## config.mk

```make
export PLATFORM = sky130hd
export DESIGN_NAME = am_envelope_dc_block_unit
export DESIGN_NICKNAME = d
export VERILOG_FILES = /design/src/sv/amenv_pkg.sv /design/src/sv/amenv_ctrl.sv /design/src/sv/amenv_dp.sv /design/src/sv/am_envelope_dc_block_unit.sv
export SDC_FILE = /design/constraint.sdc
export NUM_CORES = 2
export LEC_CHECK = 0
export BUFFER_PORTS_ARGS = -buffer_cell sky130_fd_sc_hd__buf_2
export CAP_MARGIN = 20
export CORE_AREA = 2 2 248 250
export CTS_CLUSTER_DIAMETER = 100
export CTS_CLUSTER_SIZE = 30
export DETAILED_ROUTE_END_ITERATION = 16
export DIE_AREA = 0 0 250 252
export PLACE_DENSITY = 0.85
export SYNTH_ARGS = -nofsm -noshare
export SYNTH_HDL_FRONTEND = slang
export SYNTH_HIERARCHICAL = 1
export SYNTH_SLANG_ARGS = --single-unit
```

## constraint.sdc

```tcl
create_clock -name i_clk -period 12.65 [get_ports i_clk]
set_input_delay 2.53 -clock i_clk [delete_from_list [all_inputs] [get_ports i_clk]]
set_output_delay 2.53 -clock i_clk [all_outputs]
set_load 0.02 [all_outputs]
```

## src/sv/amenv_pkg.sv

```systemverilog
`timescale 1ns / 1ps
`default_nettype none

package amenv_pkg;

    // Filter accumulator (Q.frac) width and its split for the partial products.
    localparam int unsigned ACC_BITS  = 46;
    localparam int unsigned ACC_HALF  = ACC_BITS / 2;
    localparam int unsigned ACC_HI_W  = ACC_BITS - ACC_HALF;

    // Pole coefficient.
    localparam int unsigned ALPHA_W     = 16;
    localparam logic [ALPHA_W-1:0] ALPHA_RESET = 16'd65529;
    localparam logic ENABLE_RESET = 1'b1;

    // Configuration port.
    localparam int unsigned CFG_DATA_W = 32;
    localparam int unsigned CFG_ADDR_W = 3;
    localparam int unsigned CFG_IDX_W  = 1;
    localparam logic [CFG_IDX_W-1:0] REG_DC_ENABLE = 1'd0;
    localparam logic [CFG_IDX_W-1:0] REG_POLE_COEF = 1'd1;

    typedef enum logic [2:0] {
        S_IDLE,
        S_SQ_RE,
        S_SQ_IM,
        S_ROOT,
        S_MUL_LO,
        S_MUL_HI,
        S_FILT,
        S_FINISH
    } t_state;

    typedef struct packed {
        logic load_in;
        logic sq_re;
        logic sq_im;
        logic root_step;
        logic mul_lo;
        logic mul_hi;
        logic filt;
        logic finish;
    } t_dp_cmd;

endpackage

`default_nettype wire

```

## src/sv/amenv_ctrl.sv

```systemverilog
`timescale 1ns / 1ps
`default_nettype none

module amenv_ctrl #(
    parameter int unsigned SAMPLE_WIDTH = 16
) (
    input  logic               i_clk,
    input  logic               i_rst_n,
    input  logic               i_in_valid,
    input  logic               i_out_stall,
    input  logic               i_dc_enable,
    output logic               o_in_stall,
    output logic               o_out_valid,
    output amenv_pkg::t_dp_cmd o_cmd
);
    import amenv_pkg::*;

    localparam int unsigned CNT_W = (SAMPLE_WIDTH > 1) ? $clog2(SAMPLE_WIDTH) : 1;
    localparam logic [CNT_W-1:0] CNT_LAST = CNT_W'(SAMPLE_WIDTH - 1);

    t_state           r_state, n_state;
    logic [CNT_W-1:0] r_cnt, n_cnt;
    logic             r_out_valid, n_out_valid;
    logic             slot_free;

    assign slot_free = !r_out_valid || !i_out_stall;

    always_ff @(posedge i_clk) begin
        if (!i_rst_n) begin
            r_state     <= S_IDLE;
            r_cnt       <= '0;
            r_out_valid <= 1'b0;
        end else begin
            r_state     <= n_state;
            r_cnt       <= n_cnt;
            r_out_valid <= n_out_valid;
        end
    end

    always_comb begin
        n_state    = r_state;
        n_cnt      = r_cnt;
        o_cmd      = '0;
        o_in_stall = 1'b1;
        unique case (r_state)
            S_IDLE: begin
                o_in_stall = 1'b0;
                if (i_in_valid) begin
                    o_cmd.load_in = 1'b1;
                    n_state       = S_SQ_RE;
                end
            end
            S_SQ_RE: begin
                o_cmd.sq_re = 1'b1;
                n_state     = S_SQ_IM;
            end
            S_SQ_IM: begin
                o_cmd.sq_im = 1'b1;
                n_cnt       = '0;
                n_state     = S_ROOT;
            end
            S_ROOT: begin
                o_cmd.root_step = 1'b1;
                n_cnt           = r_cnt + 1'b1;
                if (r_cnt == CNT_LAST) begin
                    n_state = i_dc_enable ? S_MUL_LO : S_FINISH;
                end
            end
            S_MUL_LO: begin
                o_cmd.mul_lo = 1'b1;
                n_state      = S_MUL_HI;
            end
            S_MUL_HI: begin
                o_cmd.mul_hi = 1'b1;
                n_state      = S_FILT;
            end
            S_FILT: begin
                o_cmd.filt = 1'b1;
                n_state    = S_FINISH;
            end
            S_FINISH: begin
                // hold until the output register can take the result
                if (slot_free) begin
                    o_cmd.finish = 1'b1;
                    n_state      = S_IDLE;
                end
            end
            default: begin
                n_state = S_IDLE;
            end
        endcase
    end

    assign n_out_valid = o_cmd.finish || (r_out_valid && i_out_stall);
    assign o_out_valid = r_out_valid;

endmodule

`default_nettype wire

```

## src/sv/amenv_dp.sv

```systemverilog
`timescale 1ns / 1ps
`default_nettype none

module amenv_dp #(
    parameter int unsigned SAMPLE_WIDTH    = 16,
    parameter int unsigned ALPHA_FRAC_BITS = 16
) (
    input  logic                              i_clk,
    input  logic                              i_rst_n,
    input  amenv_pkg::t_dp_cmd                i_cmd,
    input  logic                              i_dc_enable,
    input  logic [amenv_pkg::ALPHA_W-1:0]     i_pole_coef,
    input  logic signed [SAMPLE_WIDTH-1:0]    i_in_re,
    input  logic signed [SAMPLE_WIDTH-1:0]    i_in_im,
    output logic signed [SAMPLE_WIDTH-1:0]    o_audio_out
);
    import amenv_pkg::*;

    localparam int unsigned SW     = SAMPLE_WIDTH;
    localparam int unsigned SQ_W   = 2 * SW;
    localparam int unsigned MUL_W  = (SW > ACC_HALF) ? SW : ACC_HALF;
    localparam int unsigned PLO_W  = ALPHA_W + ACC_HALF;
    localparam int unsigned PHI_W  = ALPHA_W + ACC_HI_W;
    localparam int unsigned PROD_W = ALPHA_W + ACC_BITS;
    localparam int unsigned SUM_W  = PROD_W + 1;
    localparam int unsigned DIFF_W = ACC_BITS + 1;

    logic [SW-1:0]         r_abs_re, r_abs_im;
    logic [SQ_W-1:0]       r_rad;
    logic [SW:0]           r_rem;
    logic [SW-1:0]         r_root;
    logic [PLO_W-1:0]      r_plo;
    logic [PROD_W-1:0]     r_prod;
    logic [ACC_BITS-1:0]   r_w;
    logic [ACC_BITS-1:0]   r_prev;
    logic signed [SW-1:0]  r_out;

    logic [MUL_W-1:0]      mul_a, mul_b;
    logic [2*MUL_W-1:0]    mul_p;
    logic [SW+2:0]         rem_sh, trial;
    logic                  root_bit;
    logic [SUM_W-1:0]      w_sum;
    logic [ACC_BITS-1:0]   w_sat;
    logic signed [DIFF_W-1:0] diff, diff_sh;
    logic                  in_range;
    logic signed [SW-1:0]  filt_audio, audio;

    // Shared multiplier: squares first, then the two coefficient partial products.
    always_comb begin
        mul_a = '0;
        mul_b = '0;
        if (i_cmd.sq_re) begin
            mul_a = MUL_W'(r_abs_re);
            mul_b = MUL_W'(r_abs_re);
        end else if (i_cmd.sq_im) begin
            mul_a = MUL_W'(r_abs_im);
            mul_b = MUL_W'(r_abs_im);
        end else if (i_cmd.mul_lo) begin
            mul_a = MUL_W'(r_prev[ACC_HALF-1:0]);
            mul_b = MUL_W'(i_pole_coef);
        end else if (i_cmd.mul_hi) begin
            mul_a = MUL_W'(r_prev[ACC_BITS-1:ACC_HALF]);
            mul_b = MUL_W'(i_pole_coef);
        end
    end
    assign mul_p = mul_a * mul_b;

    // One root bit per step.
    assign rem_sh   = {r_rem, r_rad[SQ_W-1 -: 2]};
    assign trial    = {1'b0, r_root, 2'b01};
    assign root_bit = (rem_sh >= trial);

    // w = alpha*prev/2^F + mag*2^F, saturated to the accumulator range.
    assign w_sum = SUM_W'(r_prod >> ALPHA_FRAC_BITS) + (SUM_W'(r_root) << ALPHA_FRAC_BITS);
    assign w_sat = (|w_sum[SUM_W-1:ACC_BITS]) ? {ACC_BITS{1'b1}} : w_sum[ACC_BITS-1:0];

    // (w - prev) / 2^(F+1), floor, then saturate.
    assign diff     = $signed({1'b0, r_w}) - $signed({1'b0, r_prev});
    assign diff_sh  = diff >>> (ALPHA_FRAC_BITS + 1);
    assign in_range = (&diff_sh[DIFF_W-1:SW-1]) || !(|diff_sh[DIFF_W-1:SW-1]);

    always_comb begin
        if (in_range) begin
            filt_audio = diff_sh[SW-1:0];
        end else if (diff_sh[DIFF_W-1]) begin
            filt_audio = {1'b1, {(SW-1){1'b0}}};
        end else begin
            filt_audio = {1'b0, {(SW-1){1'b1}}};
        end
        audio = i_dc_enable ? filt_audio : $signed({1'b0, r_root[SW-1:1]});
    end

    always_ff @(posedge i_clk) begin
        if (i_cmd.load_in) begin
            r_abs_re <= i_in_re[SW-1] ? (~i_in_re + 1'b1) : i_in_re;
            r_abs_im <= i_in_im[SW-1] ? (~i_in_im + 1'b1) : i_in_im;
        end
        if (i_cmd.sq_re) begin
            r_rad <= mul_p[SQ_W-1:0];
        end
        if (i_cmd.sq_im) begin
            r_rad  <= r_rad + mul_p[SQ_W-1:0];
            r_rem  <= '0;
            r_root <= '0;
        end
        if (i_cmd.root_step) begin
            r_rad  <= r_rad << 2;
            r_rem  <= root_bit ? (SW+1)'(rem_sh - trial) : rem_sh[SW:0];
            r_root <= {r_root[SW-2:0], root_bit};
        end
        if (i_cmd.mul_lo) begin
            r_plo <= mul_p[PLO_W-1:0];
        end
        if (i_cmd.mul_hi) begin
            r_prod <= {mul_p[PHI_W-1:0], {ACC_HALF{1'b0}}} + PROD_W'(r_plo);
        end
        if (i_cmd.filt) begin
            r_w <= w_sat;
        end
        if (i_cmd.finish) begin
            r_out <= audio;
        end
    end

    always_ff @(posedge i_clk) begin
        if (!i_rst_n) begin
            r_prev <= '0;
        end else if (i_cmd.finish && i_dc_enable) begin
            r_prev <= r_w;
        end
    end

    assign o_audio_out = r_out;

endmodule

`default_nettype wire

```

## src/sv/am_envelope_dc_block_unit.sv

```systemverilog
// Channel   Direction  Handshake                Payload
// in        sink       i_in_valid / o_in_stall  i_in_re, i_in_im (signed SAMPLE_WIDTH)
// out       source     o_out_valid / i_out_stall o_audio_out (signed SAMPLE_WIDTH)
// cfg       APB slave  psel, penable, pwrite    paddr, pwdata, prdata, pready
//
// One sample at a time. The square root produces one bit per cycle; the shared
// multiplier forms the two squares and then the two partial products of the
// 16 x 46 coefficient product. Plain mode skips the coefficient product and filter.
// Reset (synchronous, active low) clears the controller, the accumulator and the
// registers to enable = 1, alpha = 65529.
// A stalled result stays in the output register; the next sample is accepted
// while it waits, and the controller holds its last step until the register frees.
`timescale 1ns / 1ps
`default_nettype none

module am_envelope_dc_block_unit #(
    parameter int unsigned SAMPLE_WIDTH    = 16,
    parameter int unsigned ALPHA_FRAC_BITS = 16
) (
    input  logic                                 i_clk,
    input  logic                                 i_rst_n,
    // input sample channel
    input  logic                                 i_in_valid,
    output logic                                 o_in_stall,
    input  logic signed [SAMPLE_WIDTH-1:0]       i_in_re,
    input  logic signed [SAMPLE_WIDTH-1:0]       i_in_im,
    // audio channel
    output logic                                 o_out_valid,
    input  logic                                 i_out_stall,
    output logic signed [SAMPLE_WIDTH-1:0]       o_audio_out,
    // configuration
    input  logic                                 psel,
    input  logic                                 penable,
    input  logic                                 pwrite,
    input  logic [amenv_pkg::CFG_ADDR_W-1:0]     paddr,
    input  logic [amenv_pkg::CFG_DATA_W-1:0]     pwdata,
    output logic [amenv_pkg::CFG_DATA_W-1:0]     prdata,
    output logic                                 pready
);
    import amenv_pkg::*;

    logic                 r_dc_enable;
    logic [ALPHA_W-1:0]   r_pole_coef;
    logic [CFG_IDX_W-1:0] cfg_idx;
    logic                 cfg_wr;
    t_dp_cmd              cmd;

    // Registers sit at byte address 4*i; drop the byte offset.
    assign cfg_idx = paddr[CFG_ADDR_W-1:2];
    assign cfg_wr  = psel && penable && pwrite;
    assign pready  = 1'b1;

    always_ff @(posedge i_clk) begin
        if (!i_rst_n) begin
            r_dc_enable <= ENABLE_RESET;
            r_pole_coef <= ALPHA_RESET;
        end else if (cfg_wr) begin
            unique case (cfg_idx)
                REG_DC_ENABLE: r_dc_enable <= pwdata[0];
                REG_POLE_COEF: r_pole_coef <= pwdata[ALPHA_W-1:0];
                default: begin
                end
            endcase
        end
    end

    always_comb begin
        unique case (cfg_idx)
            REG_DC_ENABLE: prdata = CFG_DATA_W'(r_dc_enable);
            REG_POLE_COEF: prdata = CFG_DATA_W'(r_pole_coef);
            default:       prdata = '0;
        endcase
    end

    // Sequencer: one step of the datapath per state.
    amenv_ctrl #(
        .SAMPLE_WIDTH (SAMPLE_WIDTH)
    ) u_ctrl (
        .i_clk       (i_clk),
        .i_rst_n     (i_rst_n),
        .i_in_valid  (i_in_valid),
        .i_out_stall (i_out_stall),
        .i_dc_enable (r_dc_enable),
        .o_in_stall  (o_in_stall),
        .o_out_valid (o_out_valid),
        .o_cmd       (cmd)
    );

    // Magnitude, DC blocker accumulator and output register.
    amenv_dp #(
        .SAMPLE_WIDTH    (SAMPLE_WIDTH),
        .ALPHA_FRAC_BITS (ALPHA_FRAC_BITS)
    ) u_dp (
        .i_clk       (i_clk),
        .i_rst_n     (i_rst_n),
        .i_cmd       (cmd),
        .i_dc_enable (r_dc_enable),
        .i_pole_coef (r_pole_coef),
        .i_in_re     (i_in_re),
        .i_in_im     (i_in_im),
        .o_audio_out (o_audio_out)
    );

endmodule

`default_nettype wire

```

# Yosys cells after proc, flatten, opt, wreduce, memory -nomap -nowiden
# Cells that the tools add are included.
dict set report totals {
  ff_bits 331
  latchBits 0
  ramBits 0
  mem_bits_ro 0
  inputBits 74
  elab_cells 103
  memories 0
}
dict set report classes {
  add_sub_neg 8
  mul 1
  div_mod_pow 0
  magnitude_cmp 1
  n_eq_ne 11
  n_shift 0
  n_mux 39
  n_bitwise 3
  n_reduce_logical 21
}
# cell count
set op_table {}
lappend op_table {{$mux 23} 7}
lappend op_table {{$mux 32} 3}
lappend op_table {{$mux 16} 5}
lappend op_table {{$pmux 32 s2} 1}
lappend op_table {{$add 62x39->62} 1}
lappend op_table {{$mux 17} 3}
lappend op_table {{$add 46x32->47} 1}
lappend op_table {{$sub 46x46->47} 1}
lappend op_table {{$mux 15} 3}
lappend op_table {{$mul 23x23->39} 1}
lappend op_table {{$add 16x1->16 const B} 2}
lappend op_table {{$add 32x32->32} 1}
lappend op_table {{$not 16->16} 2}
lappend op_table {{$pmux 3 s8} 1}
lappend op_table {{$ge 19x18->1} 1}
lappend op_table {{$reduce_or 17->1} 1}
lappend op_table {{$sub 17x17->17} 1}
lappend op_table {{$reduce_and 15->1} 1}
lappend op_table {{$reduce_or 15->1} 1}
lappend op_table {{$eq 3x3->1 const B} 4}
lappend op_table {{$mux 1} 11}
lappend op_table {{$mux 3} 3}
lappend op_table {{$pmux 4 s2} 1}
lappend op_table {{$eq 3x2->1 const B} 2}
lappend op_table {{15 further kinds} 26}

# Depth between registers and ports, before layout
dict set report logic_depth {
  depth_word 10
  depth_mapped 44
  depth_no_buf 40
}

# Modules after synthesis
# The synthesis kept the hierarchy.
# module instances cells_each area_each_um2 seq_area_each_um2
set modules_own_cells {}
lappend modules_own_cells {amenv_dp 1 3549 31386.4 7747.4}
lappend modules_own_cells {am_envelope_dc_block_unit 1 110 1017.2 340.3}
lappend modules_own_cells {amenv_ctrl 1 52 432.9 160.2}

# Worst setup path after synthesis
# No wires, ideal clock.
dict set report synth_path {
  path_type {reg-to-reg}
  start {reg u_ctrl.r_state[0]}
  end {reg u_dp.r_rad[31], data pin}
  setup_time_ps 273
  arrival_ps 12843
  setup_slack_ps -466
  stages_incl_launch_ff 38
  n_path_buf 5
  synth_period_minus_slack_ps 13116
  path_cell_list {dfxtp_1 clkbuf_1 nor3b_1 or2_2 clkbuf_1 clkbuf_1 nand2_1 a21oi_1 clkbuf_1 nand2_1 fa_1 fa_1 fa_1 fa_1 inv_1 fa_1 fa_1 inv_1 [2 not listed] ha_1 a21oi_1 o21ai_0 a21o_1 a21oi_1 o221ai_1 and3b_1 or3_1 clkbuf_1 ha_1 a21oi_1 o21ai_0 a21o_1 a21oi_1 o31ai_1 xnor2_1 o21ai_0 o311ai_1}
}
# element line_no
set synth_rtl {}
lappend synth_rtl {{from (decl)} amenv_ctrl.sv:21} ;# t_state r_state, n_state;
lappend synth_rtl {{from (signal assigned)} amenv_ctrl.sv:34} ;# r_state <= n_state;
lappend synth_rtl {{to (signal assigned)} amenv_dp.sv:99} ;# r_rad <= mul_p[SQ_W-1:0];
lappend synth_rtl {{to (signal assigned)} amenv_dp.sv:102} ;# r_rad <= r_rad + mul_p[SQ_W-1:0];
lappend synth_rtl {{to (signal assigned)} amenv_dp.sv:107} ;# r_rad <= r_rad << 2;
lappend synth_rtl {{to (decl)} amenv_dp.sv:29} ;# logic [SQ_W-1:0] r_rad;

==> out/summary.md <==
Commonest non-fill, non-tap cell in the layout: sky130_fd_sc_hd__nand2_1. The cell count after synthesis came out at 3711. In the routed layout, each cell is associated on average with a via count of 6.04.

The depth of the most critical reg-to-reg path came out at 35. Number of design rule violations left after detail routing: 0. Counting distinct cell types in the post-synthesis netlist gives 87.

In the post-synthesis netlist, the biggest area contributors are sky130_fd_sc_hd__edfxtp_1 (21%), sky130_fd_sc_hd__fa_1 (18%), sky130_fd_sc_hd__ha_1 (12%), sky130_fd_sc_hd__nand2_1 (5.8%), sky130_fd_sc_hd__inv_1 (5.5%). Leaving out fill and tap cells, the most frequent cells in the layout are sky130_fd_sc_hd__nand2_1 (506), sky130_fd_sc_hd__inv_1 (481), sky130_fd_sc_hd__ha_1 (313), sky130_fd_sc_hd__nor2_1 (304), sky130_fd_sc_hd__fa_1 (295). The proportion of synthesized chip area in sequential cells is 0.251.

The number of hold buffers added after CTS was 0. Across all layers, the routed design uses 27327 vias. The worst setup path is captured at a flop. The stage delay of the slowest cell on the critical path is 710 ps, and the die footprint is 63000 um2.

The fraction of the cycle the final worst path needs is 0.940, and the sum of negative setup slack is 0 ps. The share of synthesized registers carrying an async set or reset came out at 0. The run gives 0 as the final-report setup violation count.

The tools report the sink count of the clock tree as 299. The run finished with clean final reports. For the finished layout, the period the worst path requires is 11890 ps.

The worst setup path is launched from a flop. Critical path data arrival time: 12340 ps. Worst-path cell with the longest stage delay: sky130_fd_sc_hd__a21oi_1. Registers take 8250 um2.

The average wire per standard cell was 20.5 um. The tools report the count of pins on the block boundary as 125. The mean instance size in the synthesized netlist was 8.85 um2. Yosys printed 6 warnings. The detail route stage leaves a number of antenna-violating nets equal to 0. The HPWL after detailed placement was 73.6 mm. Synthesis inferred 299 register bits. The top fanout value on the critical path works out to 26. The floorplan has 90 rows.

The logs give 0 for the final number of max-transition violations and 600 ps for the insertion delay to the later sink of the worst-skew pair. In the synthesized netlist the dominant register cell turns out to be sky130_fd_sc_hd__edfxtp_1. With fillers left out, the area of the finished cells amounts to 34800 um2.

The port buffer count works out to 89. TritonCTS built the clock tree. The count of filler cells inserted in the layout was 5110.

The number of gates resized after cts came out at 0. The number of diodes was 0. Counting instances, the worst hold path has a depth of 0.

The run gives 0.546 as the starting utilization of the core area. sky130_fd_sc_hd__edfxtp_1 takes more of the synthesized area than any other cell. The total CTS buffers is 18. In the final layout, the multi-input gates occupy 22200 um2. The run gives 8 as the detailed-routing iteration count for the pre-antenna-repair pass. Data on the critical path is required at its endpoint by 13100 ps.

Worst vdd rail ir drop: 0.400 mV. The via count of the first global-routing pass is 26348. The cell repeated most along the worst path is sky130_fd_sc_hd__fa_1. The floorplan step defined a core boundary enclosing 60100 um2. The run gives 0 as the count of buffers added by post-CTS timing repair for setup.

The max-slew headroom at the worst pin is 0.367. The first global-routing pass estimated 145 mm of wire. The analysis attributes to cell leakage a power of 14.9 nW. The number of enable flip-flop cells after synthesis was 226; the depth of the CTS H-tree was 1. The count of endpoints failing hold in the final timing report is 0, and the maximum count of clock buffers along a single path is 3.

The run gives 0.293 as the total global routing track utilization. The type of the worst setup path was flop to flop. Max-cap violations in this run came to 0. In this run the cell area of the synthesized design comes to 32800 um2. From synthesis to final layout, the design area changed by 5.84%. For this run the aggregate overflow at the end of global routing stands at 0. The number of antenna violations at the first check in global routing was 2; the highest attainable clock frequency was 84.1 MHz. The placed instances occupy a cell area of 34000 um2. Setup repair after global routing left no endpoint under its margin. For this design the ratio of total power to cell area is 295 nW/um2. The largest net degree at the start of global routing was 89; the clock edge transition at the registers on the reported setup and hold paths was 130 ps.

From left edge to right edge, the die measures 250 um. Routability-driven placement finished with a final weighted congestion of 1.02. The tools report the DRC marker count from the first detailed-route iteration as 3103.

The area share of the leading cell type in the synthesized netlist came out at 0.207. The net count of the finished layout is 4410. The family with the most delay on the worst path is adder cells. CTS placed an instance of sky130_fd_sc_hd__clkbuf_16 at the clock tree root. Together, buffers and inverters on the worst path number 6. The pin slew with the least headroom to its limit works out to 939 ps. Summed over all layers, the routed wires come to 92.6 mm. Path category of the worst min-delay check: flop to flop. The run gives 55.7 ps as the worst clock skew. The critical path crosses 35 cells after its start point. The die is 252 um tall.

The fraction of final layout cells sized beyond drive strength 1 came out at 0.0610.
## path summary, 6_finish.rpt
check	from	endpoint	slack (ps)
max	u_ctrl/r_state[2]	u_dp/r_rad[28]	760
min	u_dp/r_plo[21]	u_dp/r_prod[21]	420
max reg2reg	u_ctrl/r_state[2]	u_dp/r_rad[28]	760
min reg2reg	u_dp/r_plo[21]	u_dp/r_prod[21]	420
## flip-flops by register name, summed over array words and instances, names as in the netlist, 3 cells and up
name / flops
u_ctrl/r_cnt: 4
u_dp/r_prod: 46
r_pole_coef: 16
u_dp/o_audio_out: 16
u_dp/r_abs_im: 16
u_dp/r_root: 16
u_dp/r_plo: 23
u_dp/r_w: 46
u_dp/r_rem: 17
u_dp/r_prev: 46
u_ctrl/r_state: 3
u_dp/r_rad: 32
u_dp/r_abs_re: 16
## layer usage
metal	vias to the layer above	part of all wire	track usage
met2	1516	0.43	0.450
met4	2	0.049	0.123
met1	13150	0.40	0.401
li1	12423	-	-
met3	236	0.11	0.0678
met5	-	0.00012	0
## cells in the mapped netlist, drive strengths merged (53+ instances only)
| library cell | count |
|---|---|
| inv | 481 |
| nor2b | 72 |
| dfxtp | 73 |
| nand3 | 63 |
| clkbuf | 112 |
| nand2 | 506 |
| edfxtp | 226 |
| ha | 313 |
| o21ai | 142 |
| a21boi | 61 |
| fa | 295 |
| xnor2 | 118 |
| and2 | 54 |
| nor2 | 308 |
| xor2 | 58 |
| nand2b | 53 |
| a21oi | 207 |
| a21o | 60 |
## cell type report
type | count | area share
inverter | 482 | 0.0521
multi-input combinational | 2785 | 0.638
tap | 782 | 0.0282
clock inverter | 8 | 0.00554
clock buffer | 24 | 0.0142
timing repair buffer | 142 | 0.0245
sequential | 299 | 0.237
## where the power goes
group          internal (mW)  switching, mW  total [mW]
Sequential              1.42         0.0577        1.48
Clock                  0.309          0.412       0.721
Combinational           3.05           5.02        8.07
## cell families after synthesis
family                   share of synthesized area
AO/OA/AOI/OAI                                0.139
flip-flops                                   0.251
AND/OR/NAND/NOR                              0.170
multiplexers                                0.0167
other                                     0.000229
adder cells (fa/ha/maj)                      0.299
XOR/XNOR                                    0.0469
buffers and inverters                       0.0769
## stage by stage
stage / std cells / setup slack, ps / util / hold WS (ps) / power (mW)
final: 4522 / 762 / 0.578 / 424 / 10.3
after floorplan: 3726 / 1350 / - / 400 / 7.03
after CTS: 4520 / 1090 / 0.578 / 409 / 10.1
after global placement: 4487 / 1370 / 0.566 / 402 / 9.10
after global routing: 4522 / 405 / 0.578 / 410 / 11.1
after detailed placement: 4488 / 1120 / 0.566 / 418 / 9.27
(Power assumes the default switching activity.)
